`config.mk`:
```
export PLATFORM = sky130hd
export DESIGN_NAME = binary_to_roman_numeral
export DESIGN_NICKNAME = d
export VERILOG_FILES = /design/src/sv/b2r_pkg.sv /design/src/sv/b2r_digits.sv /design/src/sv/b2r_letters.sv /design/src/sv/b2r_serial.sv /design/src/sv/binary_to_roman_numeral.sv
export SDC_FILE = /design/constraint.sdc
export NUM_CORES = 1
export LEC_CHECK = 0
export BUFFER_PORTS_ARGS = -buffer_cell sky130_fd_sc_hd__buf_4
export CAP_MARGIN = 5
export CORE_MARGIN = 2
export CORE_UTILIZATION = 35
export DETAILED_ROUTE_END_ITERATION = 6
export PLACE_DENSITY = 0.47
export SYNTH_ARGS = -nofsm -noshare
export SYNTH_HDL_FRONTEND = slang
export SYNTH_HIERARCHICAL = 1
export SYNTH_SLANG_ARGS = --single-unit
```
`constraint.sdc`:
```
create_clock -name clock -period 6.57 [get_ports clock]
set_clock_uncertainty 0.2 [all_clocks]
set_input_delay 0.3285 -clock clock [delete_from_list [all_inputs] [get_ports clock]]
set_output_delay 0.3285 -clock clock [all_outputs]
set_load 0.01 [all_outputs]
```
`src/sv/b2r_pkg.sv`:
```
package b2r_pkg;

   typedef logic [2:0] letter_type;

   localparam letter_type LTR_I = 3'd0;
   localparam letter_type LTR_V = 3'd1;
   localparam letter_type LTR_X = 3'd2;
   localparam letter_type LTR_L = 3'd3;
   localparam letter_type LTR_C = 3'd4;
   localparam letter_type LTR_D = 3'd5;
   localparam letter_type LTR_M = 3'd6;

   localparam logic [11:0] MAX_VALUE = 12'd3999;
   localparam int          LINE_LEN  = 16;

   typedef struct packed {
      logic [1:0] th;
      logic [3:0] hu;
      logic [3:0] te;
      logic [3:0] un;
      logic       zero;
      logic       oor;
   } b2r_digits_type;

   typedef struct packed {
      letter_type [3:0] ltr;
      logic [2:0]       len;
   } b2r_word_type;

   typedef struct packed {
      letter_type [7:0] ltr;
      logic [3:0]       len;
   } b2r_half_type;

   typedef struct packed {
      b2r_half_type hi;
      b2r_half_type lo;
      logic         zero;
      logic         oor;
   } b2r_letters_type;

   typedef letter_type [LINE_LEN-1:0] b2r_line_type;

   // Letters of one decimal digit, first letter at index 0.
   function automatic b2r_word_type digit_word(input logic [3:0] d, input letter_type one,
                                               input letter_type five, input letter_type ten);
      b2r_word_type w;
      w.ltr = {one, one, one, one};
      w.len = 3'd0;
      case (d)
         4'd0: w.len = 3'd0;
         4'd1: w.len = 3'd1;
         4'd2: w.len = 3'd2;
         4'd3: w.len = 3'd3;
         4'd4: begin
            w.ltr[1] = five;
            w.len    = 3'd2;
         end
         4'd5: begin
            w.ltr[0] = five;
            w.len    = 3'd1;
         end
         4'd6: begin
            w.ltr[0] = five;
            w.len    = 3'd2;
         end
         4'd7: begin
            w.ltr[0] = five;
            w.len    = 3'd3;
         end
         4'd8: begin
            w.ltr[0] = five;
            w.len    = 3'd4;
         end
         4'd9: begin
            w.ltr[1] = ten;
            w.len    = 3'd2;
         end
         default: w.len = 3'd0;
      endcase
      return w;
   endfunction

   function automatic b2r_half_type cat_words(input b2r_word_type a, input b2r_word_type b);
      b2r_half_type r;
      r = '0;
      for (int i = 0; i < 4; i++) begin
         if (3'(i) < a.len) r.ltr[i] = a.ltr[i];
      end
      for (int k = 0; k <= 4; k++) begin
         for (int j = 0; j < 4; j++) begin
            if (a.len == 3'(k)) r.ltr[j+k] = b.ltr[j];
         end
      end
      r.len = 4'(a.len) + 4'(b.len);
      return r;
   endfunction

   function automatic b2r_line_type cat_halves(input b2r_half_type a, input b2r_half_type b);
      b2r_line_type r;
      r = '0;
      for (int i = 0; i < 8; i++) begin
         if (4'(i) < a.len) r[i] = a.ltr[i];
      end
      for (int k = 0; k <= 8; k++) begin
         for (int j = 0; j < 8; j++) begin
            if (a.len == 4'(k)) r[j+k] = b.ltr[j];
         end
      end
      return r;
   endfunction

   function automatic logic [7:0] letter_ascii(input letter_type l);
      logic [7:0] c;
      case (l)
         LTR_I:   c = 8'h49;
         LTR_V:   c = 8'h56;
         LTR_X:   c = 8'h58;
         LTR_L:   c = 8'h4C;
         LTR_C:   c = 8'h43;
         LTR_D:   c = 8'h44;
         LTR_M:   c = 8'h4D;
         default: c = 8'h00;
      endcase
      return c;
   endfunction

endpackage

```
`src/sv/b2r_digits.sv`:
```
module b2r_digits
   import b2r_pkg::*;
(
   input  logic           clock,
   input  logic           reset,
   input  logic           in_valid,
   output logic           in_ready,
   input  logic [11:0]    in_value,
   output logic           out_valid,
   input  logic           out_ready,
   output b2r_digits_type out_digits
);

   logic           s1_vld_ff, s1_vld_in, s1_ready;
   logic [1:0]     s1_th_ff, s1_th_in;
   logic [9:0]     s1_rem_ff, s1_rem_in;
   logic           s1_zero_ff, s1_zero_in;
   logic           s1_oor_ff, s1_oor_in;

   logic           s2_vld_ff, s2_vld_in, s2_ready;
   logic [1:0]     s2_th_ff;
   logic [3:0]     s2_hu_ff, s2_hu_in;
   logic [6:0]     s2_rem_ff, s2_rem_in;
   logic           s2_zero_ff, s2_oor_ff;

   logic           s3_vld_ff, s3_vld_in, s3_ready;
   b2r_digits_type s3_dig_ff, s3_dig_in;

   assign s3_ready = !s3_vld_ff || out_ready;
   assign s2_ready = !s2_vld_ff || s3_ready;
   assign s1_ready = !s1_vld_ff || s2_ready;
   assign in_ready = s1_ready;

   always_comb begin
      s1_vld_in  = s1_ready ? in_valid : s1_vld_ff;
      s1_oor_in  = in_value > MAX_VALUE;
      s1_zero_in = in_value == 12'd0;
      s1_th_in   = 2'd0;
      s1_rem_in  = in_value[9:0];
      if (in_value >= 12'd3000) begin
         s1_th_in  = 2'd3;
         s1_rem_in = 10'(in_value - 12'd3000);
      end else if (in_value >= 12'd2000) begin
         s1_th_in  = 2'd2;
         s1_rem_in = 10'(in_value - 12'd2000);
      end else if (in_value >= 12'd1000) begin
         s1_th_in  = 2'd1;
         s1_rem_in = 10'(in_value - 12'd1000);
      end
   end

   always_comb begin
      s2_vld_in = s2_ready ? s1_vld_ff : s2_vld_ff;
      s2_hu_in  = 4'd0;
      s2_rem_in = s1_rem_ff[6:0];
      for (int k = 1; k <= 9; k++) begin
         if (s1_rem_ff >= 10'(k * 100)) begin
            s2_hu_in  = 4'(k);
            s2_rem_in = 7'(s1_rem_ff - 10'(k * 100));
         end
      end
   end

   always_comb begin
      s3_vld_in      = s3_ready ? s2_vld_ff : s3_vld_ff;
      s3_dig_in.th   = s2_th_ff;
      s3_dig_in.hu   = s2_hu_ff;
      s3_dig_in.zero = s2_zero_ff;
      s3_dig_in.oor  = s2_oor_ff;
      s3_dig_in.te   = 4'd0;
      s3_dig_in.un   = s2_rem_ff[3:0];
      for (int k = 1; k <= 9; k++) begin
         if (s2_rem_ff >= 7'(k * 10)) begin
            s3_dig_in.te = 4'(k);
            s3_dig_in.un = 4'(s2_rem_ff - 7'(k * 10));
         end
      end
   end

   always_ff @(posedge clock) begin
      if (reset) begin
         s1_vld_ff <= 1'b0;
         s2_vld_ff <= 1'b0;
         s3_vld_ff <= 1'b0;
      end else begin
         s1_vld_ff <= s1_vld_in;
         s2_vld_ff <= s2_vld_in;
         s3_vld_ff <= s3_vld_in;
      end
   end

   always_ff @(posedge clock) begin
      if (s1_ready && in_valid) begin
         s1_th_ff   <= s1_th_in;
         s1_rem_ff  <= s1_rem_in;
         s1_zero_ff <= s1_zero_in;
         s1_oor_ff  <= s1_oor_in;
      end
      if (s2_ready && s1_vld_ff) begin
         s2_th_ff   <= s1_th_ff;
         s2_hu_ff   <= s2_hu_in;
         s2_rem_ff  <= s2_rem_in;
         s2_zero_ff <= s1_zero_ff;
         s2_oor_ff  <= s1_oor_ff;
      end
      if (s3_ready && s2_vld_ff) begin
         s3_dig_ff <= s3_dig_in;
      end
   end

   assign out_valid  = s3_vld_ff;
   assign out_digits = s3_dig_ff;

endmodule

```
`src/sv/b2r_letters.sv`:
```
module b2r_letters
   import b2r_pkg::*;
(
   input  logic            clock,
   input  logic            reset,
   input  logic            in_valid,
   output logic            in_ready,
   input  b2r_digits_type  in_digits,
   output logic            out_valid,
   input  logic            out_ready,
   output b2r_letters_type out_letters
);

   logic            vld_ff, vld_in;
   b2r_letters_type let_ff, let_in;
   b2r_word_type    w_th, w_hu, w_te, w_un;

   assign in_ready = !vld_ff || out_ready;

   always_comb begin
      w_th        = digit_word({2'b00, in_digits.th}, LTR_M, LTR_M, LTR_M);
      w_hu        = digit_word(in_digits.hu, LTR_C, LTR_D, LTR_M);
      w_te        = digit_word(in_digits.te, LTR_X, LTR_L, LTR_C);
      w_un        = digit_word(in_digits.un, LTR_I, LTR_V, LTR_X);
      let_in.hi   = cat_words(w_th, w_hu);
      let_in.lo   = cat_words(w_te, w_un);
      let_in.zero = in_digits.zero;
      let_in.oor  = in_digits.oor;
      vld_in      = in_ready ? in_valid : vld_ff;
   end

   always_ff @(posedge clock) begin
      if (reset) begin
         vld_ff <= 1'b0;
      end else begin
         vld_ff <= vld_in;
      end
   end

   always_ff @(posedge clock) begin
      if (in_ready && in_valid) begin
         let_ff <= let_in;
      end
   end

   assign out_valid   = vld_ff;
   assign out_letters = let_ff;

endmodule

```
`src/sv/b2r_serial.sv`:
```
module b2r_serial
   import b2r_pkg::*;
(
   input  logic            clock,
   input  logic            reset,
   input  logic            in_valid,
   output logic            in_ready,
   input  b2r_letters_type in_letters,
   output logic            rsp_valid,
   input  logic            rsp_ready,
   output logic [7:0]      rsp_symbol,
   output logic            rsp_last,
   output logic            rsp_empty_res,
   output logic            rsp_out_of_range
);

   logic         vld_ff, vld_in;
   b2r_line_type line_ff, line_in;
   logic [3:0]   cnt_ff, cnt_in;
   logic         emp_ff, emp_in;
   logic         oor_ff, oor_in;
   logic         load;

   assign in_ready = !vld_ff || (rsp_ready && cnt_ff == 4'd1);
   assign load     = in_valid && in_ready;

   always_comb begin
      vld_in  = vld_ff;
      line_in = line_ff;
      cnt_in  = cnt_ff;
      emp_in  = emp_ff;
      oor_in  = oor_ff;
      if (vld_ff && rsp_ready) begin
         line_in[LINE_LEN-2:0] = line_ff[LINE_LEN-1:1];
         line_in[LINE_LEN-1]   = LTR_I;
         cnt_in                = cnt_ff - 4'd1;
         if (cnt_ff == 4'd1) vld_in = 1'b0;
      end
      if (load) begin
         vld_in  = 1'b1;
         line_in = cat_halves(in_letters.hi, in_letters.lo);
         emp_in  = in_letters.zero || in_letters.oor;
         oor_in  = in_letters.oor;
         cnt_in  = (in_letters.zero || in_letters.oor) ? 4'd1
                                                        : 4'(in_letters.hi.len + in_letters.lo.len);
      end
   end

   always_ff @(posedge clock) begin
      if (reset) begin
         vld_ff <= 1'b0;
         cnt_ff <= 4'd0;
      end else begin
         vld_ff <= vld_in;
         cnt_ff <= cnt_in;
      end
   end

   always_ff @(posedge clock) begin
      line_ff <= line_in;
      emp_ff  <= emp_in;
      oor_ff  <= oor_in;
   end

   assign rsp_valid        = vld_ff;
   assign rsp_symbol       = emp_ff ? 8'h00 : letter_ascii(line_ff[0]);
   assign rsp_last         = cnt_ff == 4'd1;
   assign rsp_empty_res    = emp_ff;
   assign rsp_out_of_range = oor_ff;

endmodule

```
`src/sv/binary_to_roman_numeral.sv`:
```
// Converts a 12-bit unsigned value into its Roman numeral, sent as ASCII letters one
// transaction per letter, most significant letter first, with rsp_last on the final one.
// A zero value gives a single empty transaction; a value above 3999 gives a single empty
// transaction flagged out of range. Digit extraction and letter assembly run in a
// four-stage pipeline ahead of the output serializer; an input passes the digit stages
// and the letter stage and is loaded into the serializer before its first letter is
// presented. Each input has one to fifteen letters, and the output serializer sends one
// letter per cycle while rsp_ready is high; the first letter of the next numeral follows
// the last letter of the previous one without a gap if the next is already waiting, and
// new inputs are accepted while earlier ones are still being sent.
module binary_to_roman_numeral
   import b2r_pkg::*;
(
   input  logic        clock,
   input  logic        reset,
   input  logic        req_valid,
   output logic        req_ready,
   input  logic [11:0] req_value,
   output logic        rsp_valid,
   input  logic        rsp_ready,
   output logic [7:0]  rsp_symbol,
   output logic        rsp_last,
   output logic        rsp_empty_res,
   output logic        rsp_out_of_range
);

   logic            dig_valid, dig_ready;
   b2r_digits_type  dig;
   logic            let_valid, let_ready;
   b2r_letters_type ltrs;

   b2r_digits u_digits (
      .clock      (clock),
      .reset      (reset),
      .in_valid   (req_valid),
      .in_ready   (req_ready),
      .in_value   (req_value),
      .out_valid  (dig_valid),
      .out_ready  (dig_ready),
      .out_digits (dig)
   );

   b2r_letters u_letters (
      .clock       (clock),
      .reset       (reset),
      .in_valid    (dig_valid),
      .in_ready    (dig_ready),
      .in_digits   (dig),
      .out_valid   (let_valid),
      .out_ready   (let_ready),
      .out_letters (ltrs)
   );

   b2r_serial u_serial (
      .clock            (clock),
      .reset            (reset),
      .in_valid         (let_valid),
      .in_ready         (let_ready),
      .in_letters       (ltrs),
      .rsp_valid        (rsp_valid),
      .rsp_ready        (rsp_ready),
      .rsp_symbol       (rsp_symbol),
      .rsp_last         (rsp_last),
      .rsp_empty_res    (rsp_empty_res),
      .rsp_out_of_range (rsp_out_of_range)
   );

endmodule

```
Word level (Yosys, flattened, before mapping)
Index checks and enable logic that the tools add are counted. Widths: inputs -> output; s select.

Magnitude comparators: 38. $add $sub $neg: 25. Equality and inequality tests: 53. Multiplexer cells: 155. Reduce and logical (&&, ||, !) cells: 42.

Operators with widths (count): $mux 3 (95); $mux 7 (14); $eq 4x3->1 const B (16); $pmux 7 s7 (1); $pmux 3 s4 (4); $mux 45 (1); $mux 42 (1); $ge 10x10->1 const B (4); $eq 4x2->1 const B (8); $ge 10x9->1 const B (3); $mux 10 (3); $mux 2 (15); $sub 10x10->10 const B (3); $eq 4x4->1 const B (7); $sub 7x7->7 const B (4); $reduce_or 4->1 (6); $ge 7x6->1 const B (3); $ge 7x7->1 const B (3); $sub 7x6->7 const B (3); $eq 4x1->1 const B (5); $sub 4x4->4 const B (5); $eq 3x2->1 const B (6); $reduce_or 2->1 (9); $lt 3x4->1 const A (4); 38 further kinds (90).

Logic and storage cells: 372. Bits of input ports: 16. Output and inout bits: 13. Register bits: 153.

Longest topological paths before layout
Word-level depth: 11. Mapped depth: 9. Mapped depth without buffers: 8.

Hierarchy
Netlist, hierarchy kept.

Modules (own cells, without submodules): b2r_serial (area each 4359.2 um^2, sequential area each 1601.5 um^2, cells an instance 513, times used 1); b2r_digits (area each 3734.8 um^2, sequential area each 1411.4 um^2, cells an instance 395, times used 1); b2r_letters (area each 2040.7 um^2, sequential area each 1221.2 um^2, cells an instance 168, times used 1).

Worst setup path before layout
Ideal clock, no wire load.

Path kind: register to register. Start: register u_digits.s1_rem_ff[5]. End: register u_digits.s2_rem_ff[3], data pin. Required time: 6111 ps. Library setup time: 259 ps. Arrival: 2381 ps. Path buffers: 1. Clock period less this slack: 2840 ps. Stages on the path, launching flop included: 10. Path slack: 3730 ps. Cells stage by stage: edfxtp_1 -> clkbuf_1 -> inv_1 -> ha_1 -> nand2b_1 -> a221oi_4 -> o31ai_1 -> a221oi_1 -> a211oi_1 -> o31a_1.

Cells in the longest elaborated chain, start to end: 10. Elaborated cells on any way between the ends: 18. Those cells by class: order compare: 9; mux: 9.

RTL lines: start, declared (line b2r_digits.sv:16) `logic [9:0] s1_rem_ff, s1_rem_in;`; start signal, assigned (line b2r_digits.sv:95) `s1_rem_ff <= s1_rem_in;`; $ge 10x7->1 (line b2r_digits.sv:57) `if (s1_rem_ff >= 10'(k * 100)) begin`; $mux 7 (8 in series) (line b2r_digits.sv:57); $mux 7 * (line b2r_digits.sv:57); named net u_digits.s2_rem_in[3] (line b2r_digits.sv:23) `logic [6:0] s2_rem_ff, s2_rem_in;`; end signal, assigned (line b2r_digits.sv:102) `s2_rem_ff <= s2_rem_in;`; end, declared (line b2r_digits.sv:23).

Mark *: on every way through the listed nets, which the timed path passes. The rest lies on a longest branch. A chain may end at the register's enable or synchronous reset.

Worst setup path in the final report
Start: register u_digits.s1_rem_ff[3]. End: register u_digits.s2_rem_ff[3], data pin.

Cells in the longest elaborated chain, start to end: 10. Elaborated cells on any way between the ends: 27. Those cells by class: add/sub: 9; order compare: 9; mux: 9.

RTL lines (line): $ge 10x7->1 / $sub 7x7->7 (equally long branches) (b2r_digits.sv:57, b2r_digits.sv:59); $mux 7 (8 in series) (b2r_digits.sv:57); $mux 7 * (b2r_digits.sv:57); named net u_digits.s2_rem_in[3] (b2r_digits.sv:23).

Marks and branches as above.

==> impl_metrics.ini <==
[status]
status = finished, final reports clean

[power_and_ir_drop]
power_density_nw_per_um2 = 220.9
peakVddDrop_mv = 0.1966
total_power_mw = 2.449
p_leak_nw = 4.006

[min_path]
worst_hold_path.num_cells = 2
holdPathEnd = u_digits/s1_rem_ff[9]$_DFFE_PP_
worstHoldStart = req_value[9]
min_path_type = in -> reg

[cts]
htree_num_levels = 4
cts_tree = done
cts_root_buffer = clkbuf_16
cts-resized-gates = 0
cts_buffers = 17
clockBufferDepth = 2
worstSkewPairLatency_ps = 420
path_clk_slew_ps = 60
cts.sinks = 144

[logic_synthesis]
yosysTopAreaCell = edfxtp_1
ys_seq_area_share_pct = 41.78
synth_area_um2 = 10130
synth_top_area_share_pct = 40.00
syn_inst = 1076
synthTopCellsByCount = edfxtp_1 (135), nor2_1 (107), nand2_1 (85), o21ai_0 (80), a21oi_1 (61)
synth_edf_count = 135
syn_avg_cell_area_um2 = 9.419
synth-seq-cells = 144
synth.distinct_cells = 97
async_flop_share_pct = 0
synth_ff_type = edfxtp_1
yosys_warnings = 6
yosysMostFrequentCell = edfxtp_1
synthTopCellsByArea = edfxtp_1 (40%), ha_1 (5.3%), nor2_1 (4.0%)

[detailed_routing]
wirelength_mm = 26.67
drt_iter0_markers = 755
via_per_inst = 5.590
drcViolationCount = 0
ant_nets = 0
vias = 8173
first_pass_iters = 7
wl_per_cell_um = 18.24

[die]
ios = 29
placement_rows = 62
coreArea_um2 = 28630
initial_core_util_pct = 35.41
die_h_um = 174.2
die_width_um = 174.2
design.die.area_um2 = 30330

[global_route]
grt_pass1_vias = 7837
use_met1_pct = 23.47
grt_use_total_pct = 17.65
overflow = 0
grt_max_degree = 76
grt_most_used_layer = met2
grtUsageMet3_pct = 2.647
globalRouteMet2Util_pct = 28.67
grt_pass1_wl_mm = 42.91
antenna_found_initial = 0

[setup_path]
r2r_slack_ps = 3250
critPathRequiredTime_ps = 6540
setup.worst_path.end_class = flop
reg2reg_from = u_digits/s1_rem_ff[3]$_DFFE_PP_
startpoint_type = flop
crit_slowest_cell = edfxtp_1
path_cells = clkinv_1 > ha_1 > and4_1 > a221oi_4 > o31ai_1 > a221oi_1 > a211oi_1 > o31a_1
r2r_cells = 8
cp_slowest_stage_delay_ps = 600
crit_arrival_ps = 3300
path_max_fanout = 13
reg2reg_to = u_digits/s2_rem_ff[3]$_DFFE_PP_
criticalPathCategory = reg -> reg

[finish]
fillers = 2821
drive_gt1_share_pct = 9.926
multiInputGateArea_um2 = 5290
antenna_cells = 0
regArea_um2 = 4234
area_growth_pct = 9.395
stdcell_area_um2 = 11090
finalNetCount = 1127

[timing]
fin_crit_ps = 3321
grt_setup_unrepaired = false
period_share_pct = 50.55
setup_viol = 0
fin_tns_setup_ps = 0
worst_pin_slew_ps = 986.1
clock.fmax_ghz = 0.3011
slew_headroom_pct = 34.13
slew_violations = 0
hold_violations = 0
whs_ps = 36.58

[placed_design]
dp_hpwl_mm = 18.14
finalWeightedCongestion = 0.9008
io_buffers = 26
postPlaceCellArea_um2 = 10440

[run]
drv_cap = 0
## sequential cells by signal, summed over array words and instances (netlist names), 2 cells and up
register / flops
u_serial/line_ff: 48
u_letters/out_letters: 40
u_digits/out_digits: 16
u_digits/s1_rem_ff: 10
u_digits/s2_rem_ff: 7
u_digits/s2_hu_ff: 4
u_serial/cnt_ff: 4
u_digits/s1_th_ff: 2
u_digits/s2_th_ff: 2
## worst max-delay path, delay by kind of cell, from the launching register on
| kind | cells | cell delay [ps] |
|---|---|---|
| AO/OA/AOI/OAI | 5 | 1240 |
| flip-flops | 1 | 600 |
| buffers and inverters | 1 | 430 |
| adder cells (fa/ha/maj) | 1 | 380 |
| AND/OR/NAND/NOR | 1 | 220 |
## where the power goes
| group | total, mW | switching, mW | internal (mW) |
|---|---|---|---|
| Sequential | 1.10 | 0.0548 | 1.04 |
| Clock | 0.989 | 0.393 | 0.596 |
| Combinational | 0.363 | 0.215 | 0.148 |
| Total | 2.45 | 0.663 | 1.79 |
## layout make-up
class | count | area share [%]
Inverter | 41 | 1.388
Multi-Input combinational cell | 818 | 47.71
Sequential cell | 144 | 38.19
Clock inverter | 14 | 1.478
Clock buffer | 18 | 3.871
Tap cell | 384 | 4.334
Timing Repair Buffer | 43 | 3.024
## cell families after synthesis
family | share of synthesized area, %
AO/OA/AOI/OAI | 22.67
XOR/XNOR | 2.420
adder cells (fa/ha/maj) | 5.901
buffers and inverters | 6.815
flip-flops | 41.78
multiplexers | 3.062
other | 0.1111
AND/OR/NAND/NOR | 17.25
## metrics by stage
step                      setup WS (ps)  util, %  std cells
after floorplan                    3730        -       1097
after global placement             3299    36.48       1425
after detailed placement           3255    36.48       1425
after CTS                          3234    38.73       1462
after global routing               2952    38.73       1462
final                              3249    38.73       1462
## layout by cell type, fill, tap and decap left out, drive strengths merged, types with 18 or more instances in the layout
cell type  Yosys  routed
a31oi         22      22
nor3          38      38
nand2b        24      24
ha            43      43
a221oi        20      20
edfxtp       135     135
buf           65      38
inv           40      42
nand3         19      19
conb           3      24
clkbuf        29      18
o21ai         93      93
nand2         85      85
a21oi         62      62
nor2         109     109
xnor2         18      18
## worst max path at each step
stage,startpoint,endpoint,depth (start not counted)
final,u_digits/s1_rem_ff[3]$_DFFE_PP_,u_digits/s2_rem_ff[3]$_DFFE_PP_,8
after global routing,u_digits/s1_rem_ff[3]$_DFFE_PP_,u_digits/s2_rem_ff[3]$_DFFE_PP_,8
after CTS,u_digits/s1_rem_ff[3]$_DFFE_PP_,u_digits/s2_rem_ff[3]$_DFFE_PP_,8
after detailed placement,u_digits/s1_rem_ff[3]$_DFFE_PP_,u_digits/s2_rem_ff[3]$_DFFE_PP_,8
after global placement,u_digits/s1_rem_ff[3]$_DFFE_PP_,u_digits/s2_rem_ff[3]$_DFFE_PP_,8
after floorplan,u_digits/s1_rem_ff[5]$_DFFE_PP_,u_digits/s2_rem_ff[3]$_DFFE_PP_,9
## layer usage
| layer | wire length (µm) | vias up |
|---|---|---|
| met5 | 0 | - |
| met4 | 748 | 0 |
| met3 | 1177 | 54 |
| met2 | 12420 | 258 |
| li1 | - | 3975 |
| met1 | 12330 | 3886 |
## what timing repair did
item                                   4_1_cts  5_1_grt
buffers inserted                             0        0
hold buffers                                 5        0
endpoints found under the hold margin       11        0
No activity file was read; power rests on OpenSTA's default activity.
